File: config.mk
export PLATFORM = sky130hd
export DESIGN_NAME = lru_table_with_prefetch_stats_unit
export DESIGN_NICKNAME = d
export VERILOG_FILES = /design/src/hw/rtl/lts_pkg.sv /design/src/hw/rtl/lts_cell.sv /design/src/hw/rtl/lts_chain.sv /design/src/hw/rtl/lru_table_with_prefetch_stats_unit.sv
export SDC_FILE = /design/constraint.sdc
export NUM_CORES = 2
export LEC_CHECK = 0
export ABC_AREA = 1
export ABC_CLOCK_PERIOD_IN_PS = 8900
export BUFFER_PORTS_ARGS = -buffer_cell sky130_fd_sc_hd__clkbuf_2
export CELL_PAD_IN_SITES_DETAIL_PLACEMENT = 0
export CELL_PAD_IN_SITES_GLOBAL_PLACEMENT = 1
export CORE_MARGIN = 2
export CORE_UTILIZATION = 35
export CTS_BUF_LIST = sky130_fd_sc_hd__clkbuf_16
export DETAILED_ROUTE_END_ITERATION = 10
export PLACE_DENSITY = 0.75
export SKIP_CTS_REPAIR_TIMING = 1
export SYNTH_ARGS = -nofsm -noshare
export SYNTH_HDL_FRONTEND = slang
export SYNTH_HIERARCHICAL = 1
export SYNTH_SLANG_ARGS = --single-unit
File: constraint.sdc
create_clock -name clock -period 8.9 [get_ports clock]
set_clock_uncertainty 0.2 [all_clocks]
set_input_delay 1.78 -clock clock [delete_from_list [all_inputs] [get_ports clock]]
set_output_delay 1.78 -clock clock [all_outputs]
set_load 0.01 [all_outputs]
File: src/hw/rtl/lts_pkg.sv
package lts_pkg;

   localparam int ENTRIES_DEFAULT = 16;

   localparam int KEY_W       = 32;
   localparam int CLASS_W     = 2;
   localparam int OP_W        = 2;
   localparam int STATUS_W    = 2;
   localparam int OCC_W       = 5;
   localparam int COUNT_W     = 32;
   localparam int REQ_TDATA_W = 40;
   localparam int RSP_TDATA_W = 144;

   localparam logic [OP_W-1:0] OP_ACCESS     = 2'd0;
   localparam logic [OP_W-1:0] OP_REMOVE_LRU = 2'd1;
   localparam logic [OP_W-1:0] OP_REMOVE_KEY = 2'd2;

   localparam logic [CLASS_W-1:0] CLASS_PREFETCHED = 2'd0;
   localparam logic [CLASS_W-1:0] CLASS_PLAIN      = 2'd1;
   localparam logic [CLASS_W-1:0] CLASS_UNKNOWN    = 2'd2;
   localparam logic [CLASS_W-1:0] CLASS_RESERVED   = 2'd3;

   localparam logic [STATUS_W-1:0] STATUS_OK     = 2'd0;
   localparam logic [STATUS_W-1:0] STATUS_FULL   = 2'd1;
   localparam logic [STATUS_W-1:0] STATUS_ABSENT = 2'd2;

   typedef struct packed {
      logic               valid;
      logic [KEY_W-1:0]   key;
      logic [CLASS_W-1:0] page_class;
      logic               hit_mark;
   } entry_type;

   // Per-cell move command: take the entry of the more recent neighbor,
   // or of the less recent neighbor.
   typedef struct packed {
      logic take_prev;
      logic take_next;
   } ctl_type;

endpackage

File: src/hw/rtl/lts_cell.sv
module lts_cell (
   input  logic                        clock,
   input  logic                        reset,
   input  lts_pkg::ctl_type            ctl,
   input  lts_pkg::entry_type          prev_entry,
   input  lts_pkg::entry_type          next_entry,
   input  logic [lts_pkg::KEY_W-1:0]   cmp_key,
   output lts_pkg::entry_type          entry,
   output logic                        match
);

   logic                          valid_ff, valid_in;
   logic [lts_pkg::KEY_W-1:0]     key_ff, key_in;
   logic [lts_pkg::CLASS_W-1:0]   class_ff, class_in;
   logic                          hit_mark_ff, hit_mark_in;

   always_comb begin
      valid_in    = valid_ff;
      key_in      = key_ff;
      class_in    = class_ff;
      hit_mark_in = hit_mark_ff;
      if (ctl.take_prev) begin
         valid_in    = prev_entry.valid;
         key_in      = prev_entry.key;
         class_in    = prev_entry.page_class;
         hit_mark_in = prev_entry.hit_mark;
      end else if (ctl.take_next) begin
         valid_in    = next_entry.valid;
         key_in      = next_entry.key;
         class_in    = next_entry.page_class;
         hit_mark_in = next_entry.hit_mark;
      end
   end

   always_ff @(posedge clock) begin
      if (reset) begin
         valid_ff <= 1'b0;
      end else begin
         valid_ff <= valid_in;
      end
   end

   always_ff @(posedge clock) begin
      key_ff      <= key_in;
      class_ff    <= class_in;
      hit_mark_ff <= hit_mark_in;
   end

   assign entry = '{valid: valid_ff, key: key_ff, page_class: class_ff, hit_mark: hit_mark_ff};
   assign match = valid_ff && (key_ff == cmp_key);

endmodule

File: src/hw/rtl/lts_chain.sv
module lts_chain #(
   parameter int ENTRIES = lts_pkg::ENTRIES_DEFAULT
) (
   input  logic                        clock,
   input  logic                        reset,
   input  lts_pkg::ctl_type            ctl [ENTRIES],
   input  lts_pkg::entry_type          head_entry,
   input  logic [lts_pkg::KEY_W-1:0]   cmp_key,
   input  logic [ENTRIES-1:0]          sel,
   output logic [ENTRIES-1:0]          valid,
   output logic [ENTRIES-1:0]          match,
   output lts_pkg::entry_type          sel_entry
);

   // Cell 0 is the most recent entry; valid entries are always packed
   // at the low end of the chain, so a cell's place is its recency rank.
   lts_pkg::entry_type entry_w [ENTRIES];
   lts_pkg::entry_type prev_w  [ENTRIES];
   lts_pkg::entry_type next_w  [ENTRIES];

   genvar g;
   generate
      for (g = 0; g < ENTRIES; g++) begin : g_cell
         if (g == 0) begin : g_head
            assign prev_w[g] = head_entry;
         end else begin : g_mid
            assign prev_w[g] = entry_w[g-1];
         end
         if (g == ENTRIES - 1) begin : g_tail
            assign next_w[g] = '0;
         end else begin : g_body
            assign next_w[g] = entry_w[g+1];
         end

         lts_cell u_cell (
            .clock      (clock),
            .reset      (reset),
            .ctl        (ctl[g]),
            .prev_entry (prev_w[g]),
            .next_entry (next_w[g]),
            .cmp_key    (cmp_key),
            .entry      (entry_w[g]),
            .match      (match[g])
         );

         assign valid[g] = entry_w[g].valid;
      end
   endgenerate

   always_comb begin
      sel_entry = '0;
      for (int i = 0; i < ENTRIES; i++) begin
         sel_entry = sel_entry | (entry_w[i] & {$bits(lts_pkg::entry_type){sel[i]}});
      end
   end

endmodule

File: src/hw/rtl/lru_table_with_prefetch_stats_unit.sv
// A request is taken only while idle; its key compare result is registered, then the
// chain shift and the response are registered together. A new request is not taken
// until the response for the last one has been registered; a stalled response holds
// the shift step until it is taken.
// Reset clears the valid bits, the fill count, the hit and insert counters and
// the response valid; stored keys, classes and hit marks are not cleared.
module lru_table_with_prefetch_stats_unit #(
   parameter int ENTRIES = lts_pkg::ENTRIES_DEFAULT
) (
   input  logic                               clock,
   input  logic                               reset,
   input  logic                               req_tvalid,
   output logic                               req_tready,
   // [31:0] key, [33:32] page_class, [39:34] zero
   input  logic [lts_pkg::REQ_TDATA_W-1:0]    req_tdata,
   // [1:0] op
   input  logic [lts_pkg::OP_W-1:0]           req_tuser,
   output logic                               rsp_tvalid,
   input  logic                               rsp_tready,
   // [0] hit, [32:1] out_key, [34:33] out_class, [35] out_was_hit,
   // [37:36] status, [42:38] occupancy, [74:43] prefetched_hits,
   // [106:75] plain_hits, [138:107] prefetched_inserts, [143:139] zero
   output logic [lts_pkg::RSP_TDATA_W-1:0]    rsp_tdata
);

   localparam int FILL_W = $clog2(ENTRIES + 1);
   localparam int PAD_W  = lts_pkg::RSP_TDATA_W - 3 * lts_pkg::COUNT_W
                           - lts_pkg::OCC_W - lts_pkg::STATUS_W - lts_pkg::CLASS_W
                           - lts_pkg::KEY_W - 2;

   localparam logic [1:0] ST_IDLE = 2'd0;
   localparam logic [1:0] ST_CMP  = 2'd1;
   localparam logic [1:0] ST_UPD  = 2'd2;

   logic [1:0]                     state_ff, state_in;
   logic [lts_pkg::OP_W-1:0]       op_ff, op_in;
   logic [lts_pkg::KEY_W-1:0]      key_ff, key_in;
   logic [lts_pkg::CLASS_W-1:0]    class_ff, class_in;
   logic [ENTRIES-1:0]             match_ff, match_in;
   logic [FILL_W-1:0]              fill_ff, fill_in;
   logic [lts_pkg::COUNT_W-1:0]    pf_hits_ff, pf_hits_in;
   logic [lts_pkg::COUNT_W-1:0]    plain_hits_ff, plain_hits_in;
   logic [lts_pkg::COUNT_W-1:0]    pf_ins_ff, pf_ins_in;
   logic                           rsp_valid_ff, rsp_valid_in;
   logic [lts_pkg::RSP_TDATA_W-1:0] rsp_data_ff, rsp_data_in;

   lts_pkg::ctl_type               ctl [ENTRIES];
   lts_pkg::entry_type             head_entry;
   lts_pkg::entry_type             sel_entry;
   logic [ENTRIES-1:0]             valid;
   logic [ENTRIES-1:0]             match;
   logic [ENTRIES-1:0]             lru_sel;
   logic [ENTRIES-1:0]             sel;
   logic [ENTRIES-1:0]             from_sel;
   logic [ENTRIES-1:0]             upto_sel;
   logic                           found;
   logic                           full;
   logic                           fire;
   logic                           do_hit;
   logic                           do_ins;
   logic                           do_rm;
   logic                           req_fire;

   logic                           o_hit;
   logic [lts_pkg::KEY_W-1:0]      o_key;
   logic [lts_pkg::CLASS_W-1:0]    o_class;
   logic                           o_was_hit;
   logic [lts_pkg::STATUS_W-1:0]   o_status;

   assign req_tready = (state_ff == ST_IDLE);
   assign req_fire   = req_tvalid && req_tready;
   assign fire       = (state_ff == ST_UPD) && (!rsp_valid_ff || rsp_tready);

   // The least recent entry is the last valid cell of the packed chain.
   assign lru_sel  = valid & ~{1'b0, valid[ENTRIES-1:1]};
   assign sel      = (op_ff == lts_pkg::OP_REMOVE_LRU) ? lru_sel : match_ff;
   assign found    = |sel;
   assign full     = valid[ENTRIES-1];
   // For a one-hot select, these mark the cells at or above, and at or
   // below, the selected cell.
   assign upto_sel = ~(sel - ENTRIES'(1));
   assign from_sel = (sel << 1) - ENTRIES'(1);

   assign do_hit = (op_ff == lts_pkg::OP_ACCESS) && found;
   assign do_ins = (op_ff == lts_pkg::OP_ACCESS) && !found && !full;
   assign do_rm  = ((op_ff == lts_pkg::OP_REMOVE_LRU) || (op_ff == lts_pkg::OP_REMOVE_KEY))
                   && found;

   always_comb begin
      for (int i = 0; i < ENTRIES; i++) begin
         ctl[i].take_prev = fire && (do_ins || (do_hit && from_sel[i]));
         ctl[i].take_next = fire && do_rm && upto_sel[i];
      end
   end

   always_comb begin
      if (do_hit) begin
         head_entry = '{valid: 1'b1, key: sel_entry.key, page_class: sel_entry.page_class,
                        hit_mark: 1'b1};
      end else begin
         head_entry = '{valid: 1'b1, key: key_ff, page_class: class_ff, hit_mark: 1'b0};
      end
   end

   lts_chain #(
      .ENTRIES (ENTRIES)
   ) u_chain (
      .clock      (clock),
      .reset      (reset),
      .ctl        (ctl),
      .head_entry (head_entry),
      .cmp_key    (key_ff),
      .sel        (sel),
      .valid      (valid),
      .match      (match),
      .sel_entry  (sel_entry)
   );

   always_comb begin
      state_in      = state_ff;
      op_in         = op_ff;
      key_in        = key_ff;
      class_in      = class_ff;
      match_in      = match_ff;
      fill_in       = fill_ff;
      pf_hits_in    = pf_hits_ff;
      plain_hits_in = plain_hits_ff;
      pf_ins_in     = pf_ins_ff;
      rsp_valid_in  = rsp_valid_ff && !rsp_tready;
      rsp_data_in   = rsp_data_ff;
      o_hit         = 1'b0;
      o_key         = '0;
      o_class       = '0;
      o_was_hit     = 1'b0;
      o_status      = lts_pkg::STATUS_OK;

      case (state_ff)
         ST_IDLE: begin
            if (req_fire) begin
               op_in  = req_tuser;
               key_in = req_tdata[lts_pkg::KEY_W-1:0];
               class_in = req_tdata[lts_pkg::KEY_W +: lts_pkg::CLASS_W];
               // Class code three is stored as unknown.
               if (class_in == lts_pkg::CLASS_RESERVED) begin
                  class_in = lts_pkg::CLASS_UNKNOWN;
               end
               state_in = ST_CMP;
            end
         end
         ST_CMP: begin
            match_in = match;
            state_in = ST_UPD;
         end
         ST_UPD: begin
            if (fire) begin
               if (op_ff == lts_pkg::OP_ACCESS) begin
                  o_key = key_ff;
                  if (do_hit) begin
                     o_hit = 1'b1;
                     if (sel_entry.page_class == lts_pkg::CLASS_PREFETCHED) begin
                        pf_hits_in = pf_hits_ff + 1'b1;
                     end else if (sel_entry.page_class == lts_pkg::CLASS_PLAIN) begin
                        plain_hits_in = plain_hits_ff + 1'b1;
                     end
                  end else if (full) begin
                     o_status = lts_pkg::STATUS_FULL;
                  end else begin
                     fill_in = fill_ff + 1'b1;
                     if (class_ff == lts_pkg::CLASS_PREFETCHED) begin
                        pf_ins_in = pf_ins_ff + 1'b1;
                     end
                  end
               end else if ((op_ff == lts_pkg::OP_REMOVE_LRU) ||
                            (op_ff == lts_pkg::OP_REMOVE_KEY)) begin
                  if (op_ff == lts_pkg::OP_REMOVE_KEY) begin
                     o_key = key_ff;
                  end
                  if (found) begin
                     o_key     = sel_entry.key;
                     o_class   = sel_entry.page_class;
                     o_was_hit = sel_entry.hit_mark;
                     fill_in   = fill_ff - 1'b1;
                  end else begin
                     o_status = lts_pkg::STATUS_ABSENT;
                  end
               end
               rsp_valid_in = 1'b1;
               rsp_data_in  = {{PAD_W{1'b0}}, pf_ins_in, plain_hits_in, pf_hits_in,
                               lts_pkg::OCC_W'(fill_in), o_status, o_was_hit, o_class,
                               o_key, o_hit};
               state_in = ST_IDLE;
            end
         end
         default: begin
            state_in = ST_IDLE;
         end
      endcase
   end

   always_ff @(posedge clock) begin
      if (reset) begin
         state_ff      <= ST_IDLE;
         fill_ff       <= '0;
         pf_hits_ff    <= '0;
         plain_hits_ff <= '0;
         pf_ins_ff     <= '0;
         rsp_valid_ff  <= 1'b0;
      end else begin
         state_ff      <= state_in;
         fill_ff       <= fill_in;
         pf_hits_ff    <= pf_hits_in;
         plain_hits_ff <= plain_hits_in;
         pf_ins_ff     <= pf_ins_in;
         rsp_valid_ff  <= rsp_valid_in;
      end
   end

   always_ff @(posedge clock) begin
      op_ff       <= op_in;
      key_ff      <= key_in;
      class_ff    <= class_in;
      match_ff    <= match_in;
      rsp_data_ff <= rsp_data_in;
   end

   assign rsp_tvalid = rsp_valid_ff;
   assign rsp_tdata  = rsp_data_ff;

endmodule

### Yosys cells after proc, flatten, opt, wreduce, memory -nomap -nowiden

Index checks and enable logic that the tools add are counted.

* flip-flop bits (word level): 871
* bits of input ports: 46
* output and inout bits: 146

* add/sub/neg operators: 7
* equality and inequality tests: 24
* muxes and demuxes: 160
* bitwise logic cells: 36
* reductions and logical operators: 119

Operators by type and width (number)
* $mux 32: 47
* $and 35x35->35: 16
* $or 35x35->35: 15
* $eq 32x32->1: 16
* $add 32x1->32 const B: 3
* $mux 2: 37
* $logic_and 1x1->1: 72
* $mux 1: 68
* $mux 35: 1
* $reduce_bool 2->1: 16
* $sub 16x1->16 const B: 2
* $mux 5: 5
* $logic_or 1x1->1: 18
* $and 16x16->16: 1
* $mux 16: 1
* $not 15->16: 1
* $not 16->16: 1
* $reduce_or 16->1: 1
* $logic_not 2->1: 4
* $eq 2x1->1 const B: 3
* $eq 2x2->1 const B: 3
* $pmux 2 s3: 1
* $reduce_and 2->1: 3
* $add 5x1->5 const B: 1
* other kinds (6): 10

### Longest topological paths before layout

* depth in word-level cells: 24
* gate-level depth with buffers: 24
* depth with buffers taken out: 22

### Modules after synthesis

Netlist, hierarchy kept.

Modules (own cells, without submodules)
* lts_cell: times used 16, cells an instance 297, area each 2143.3 µm², seq. area each 1071.0 µm²
* lru_table_with_prefetch_stats_unit: times used 1, cells an instance 2215, area each 16318.2 µm², seq. area each 7817.5 µm²
* lts_chain: times used 1, cells an instance 1325, area each 5590.4 µm², seq. area each 0.0 µm²

### Worst setup path before layout

OpenSTA, ideal clock, no wires.

* path type: in2reg
* from: in rsp_tready
* to: reg rsp_data_ff, in the netlist rsp_tdata[0] (enable)
* library setup time: 0.558 ns
* arrival time: 6.107 ns
* path slack: 2.035 ns
* stages on the path: 3
* path buffers: 1
* path through: nor2_1 -> nor2_1 -> clkbuf_1

* longest elaborated chain between the ends: 3

RTL lines
* from (decl): line lru_table_with_prefetch_stats_unit.sv:19 `input logic rsp_tready,`
* $logic_or 1x1->1: line lru_table_with_prefetch_stats_unit.sv:72 `assign fire = (state_ff == ST_UPD) && (!rsp_valid_ff || rsp_tready);`
* $logic_and 1x1->1: line lru_table_with_prefetch_stats_unit.sv:72
* $reduce_and 2->1 (no source line)
* to (signal assigned): line lru_table_with_prefetch_stats_unit.sv:223 `rsp_data_ff <= rsp_data_in;`
* to (decl): line lru_table_with_prefetch_stats_unit.sv:45 `logic [lts_pkg::RSP_TDATA_W-1:0] rsp_data_ff, rsp_data_in;`

Every way passes these cells.
A chain may end at the register's enable or synchronous reset.

==> impl_metrics.csv <==
group,metric,value,unit
global_routing,antenna_found_initial,11,
setup_path,crit_fanout,38,
power,ir_worst_vdd,0.135,mV
floorplanning,start_util,0.353,
final_layout,final_util,0.390,
setup_path,crit_arrival,6150,ps
final_layout,final_cells,10500,
timing,fmax,0.174,GHz
place,gp_congestion,0.900,
clocking,insertion_delay,740,ps
global_routing,grt_pass1_wl,332000,um
setup_path,end_kind,"flip-flop",
worst_hold_path,hold_path_class,"flip-flop to flip-flop",
final_layout,stdcell_area,62000,sq um
job,cap_violations,0,
logic_synthesis,avgSynthCellArea,6.79,sq um
clocking,cts_sinks,871,
power,p_leak,30.8,nW
power,comb_power_share,0.102,
clocking,cts_tree,"built",
timing,rsz0062_at_grt,"false",
final_layout,drive_above_1_share,0.0660,
timing,fin_crit,5760,ps
setup_path,worstSetupPathType,"flip-flop to flip-flop",
run_status,status,"finished clean",
logic_synthesis,yosysWarnings,6,
clocking,path_clk_slew,60,ps
final_layout,syn_to_final_growth,10.6,%
global_routing,grt_pass1_vias,48800,
routing,drtIter0Drc,6135,
logic_synthesis,syn-cell-area,56100,sq um
setup_path,startpoint_type,"flip-flop",
routing,num_vias,53300,
routing,drc,0,
timing,tns,0,ps
timing,setup_viol,0,
floorplanning,design.portCount,192,
clocking,cts_made_buffers,107,
power,pwr-share-clk,0.437,
floorplanning,core_area,159000,sq um
power,switching_share,0.275,
setup_path,required,9300,ps
timing,timing_hold_violations_final,0,
floorplanning,rows,146,
timing,period_share,0.647,
floorplanning,chipHeight,404,um
place,place_inst,10300,
final_layout,fillers,16700,
timing,slew-limit-headroom,0.0795,
floorplanning,die_area,163000,sq um
global_routing,grt_max_degree,98,
routing,avgViaCountPerCell,5.07,
routing,drt_pass1_iterations,6,
routing,wl,232000,um
clocking,ctsLongestPathBuffers,3,
routing,post_drt_wl_per_cell,22.1,um
global_routing,overflow,0,
power,p_switching,0.00278,W
final_layout,fin_nets,8409,
clocking,h-tree-depth,3,
logic_synthesis,synth_cells,8257,
global_routing,track_usage,0.276,
clocking,cts-root-buf,"clkbuf_16",
power,seq_power_share,0.460,
timing,tightest_slew,1380,ps
power,power_density,163,nW/um^2
power,p_int,0.00732,W
timing,drv_slew,0,
timing,hold-worst-slack,307,ps
place,dpl_cell_area,58500,sq um
place,post-dp-hpwl,154000,um
routing,antenna_left,0,
place,port_buffers,180,
floorplanning,die_w,404,um
-- registers in the layout, summed over array words and instances, names as in the netlist, 5 cells and up --
signal / count
u_chain/g_cell.u_cell/key_ff: 512
rsp_tdata: 139
fill_ff: 5
key_ff: 32
u_chain/g_cell.u_cell/hit_mark_ff: 16
u_chain/g_cell.u_cell/class_ff: 32
match_ff: 16
plain_hits_ff: 32
pf_ins_ff: 32
u_chain/g_cell.u_cell/valid_ff: 16
pf_hits_ff: 32
-- power by group through the flow --
stage / clock network (W) / registers [W] / logic [W]
after detailed placement: 0 / 0.00474 / 0.00102
final: 0.00442 / 0.00465 / 0.00103
after global routing: 0.00463 / 0.00466 / 0.00113
after global placement: 0 / 0.00473 / 0.00100
after floorplan: 0 / 0.00473 / 0.000623
after CTS: 0.00449 / 0.00465 / 0.00102
-- final timing paths --
kind / from / endpoint / slack [ps] / cells past startpoint
worst max register to register: op_ff[1] / u_chain/g_cell[0].u_cell/key_ff[19] / 3140 / 18
worst max-delay path: op_ff[1] / u_chain/g_cell[0].u_cell/key_ff[19] / 3140 / 18
worst min register to register: state_ff[1] / state_ff[0] / 310 / 1
worst min-delay path: state_ff[1] / state_ff[0] / 310 / 1
-- per-stage QoR --
| stage | power [W] | setup slack, ps |
|---|---|---|
| 2_1_floorplan | 0.00535 | 2030 |
| 3_3_place_gp | 0.00574 | 3190 |
| 3_5_place_dp | 0.00575 | 3120 |
| 4_1_cts | 0.0102 | 3110 |
| 5_1_grt | 0.0104 | 2890 |
| 6_report | 0.0101 | 3140 |
-- cell usage in the layout, fill, tap and decap left out, types with 6 or more instances in the layout --
| cell type | count |
|---|---|
| a21oi_4 | 13 |
| bufinv_16 | 10 |
| clkbuf_2 | 179 |
| o21bai_1 | 16 |
| or2_4 | 16 |
| o211ai_1 | 17 |
| dfxtp_1 | 120 |
| buf_4 | 75 |
| nor4_1 | 7 |
| o21ai_1 | 46 |
| nand2_1 | 4192 |
| xnor2_1 | 82 |
| edfxtp_1 | 751 |
| ha_1 | 10 |
| inv_1 | 1236 |
| nand3_1 | 199 |
| nor2_2 | 25 |
| nor2_1 | 528 |
| clkinv_2 | 17 |
| a21oi_1 | 114 |
| inv_2 | 20 |
| o21ai_0 | 240 |
| clkbuf_16 | 110 |
| xor2_1 | 92 |
| nand2_2 | 60 |
| conb_1 | 42 |
| nand4_1 | 63 |
| nor3_1 | 66 |
| o21ai_4 | 6 |
| clkinv_1 | 23 |
| o22ai_1 | 33 |
-- metal layers --
metal  vias up  global-route usage  part of all wire
li1      25300                   -                 -
met5         -                   0          0.000090
met3       459              0.0387             0.088
met2      2447               0.438              0.45
met4         4               0.121             0.045
met1     25100               0.375              0.42
-- worst max-delay path: stages, from the launching register on --
cell and delay (ps):
edfxtp_1 380, inv_1 100, ha_1 150, buf_4 320
inv_2 240, nand2_1 160, nand2_4 430, nor2_1 230
nand2_1 90, nor2_2 160, nand2_4 130, nand2_4 80
clkinv_2 240, o21ai_4 770, inv_2 540, inv_2 710
buf_4 450, nand2_1 90, nand2_1 70
-- area by class of cell --
class | count | area (sq um) | area share
clock buffer | 110 | 2750 | 0.0444
antenna | 1 | 2.50 | 0.0000404
multi-input combinational | 5887 | 24900 | 0.402
tap | 2072 | 2590 | 0.0418
sequential | 871 | 25000 | 0.403
inverter | 1232 | 4630 | 0.0747
timing repair buffer | 254 | 1460 | 0.0235
clock inverter | 87 | 683 | 0.0110
No activity file was read; power rests on OpenSTA's default activity.
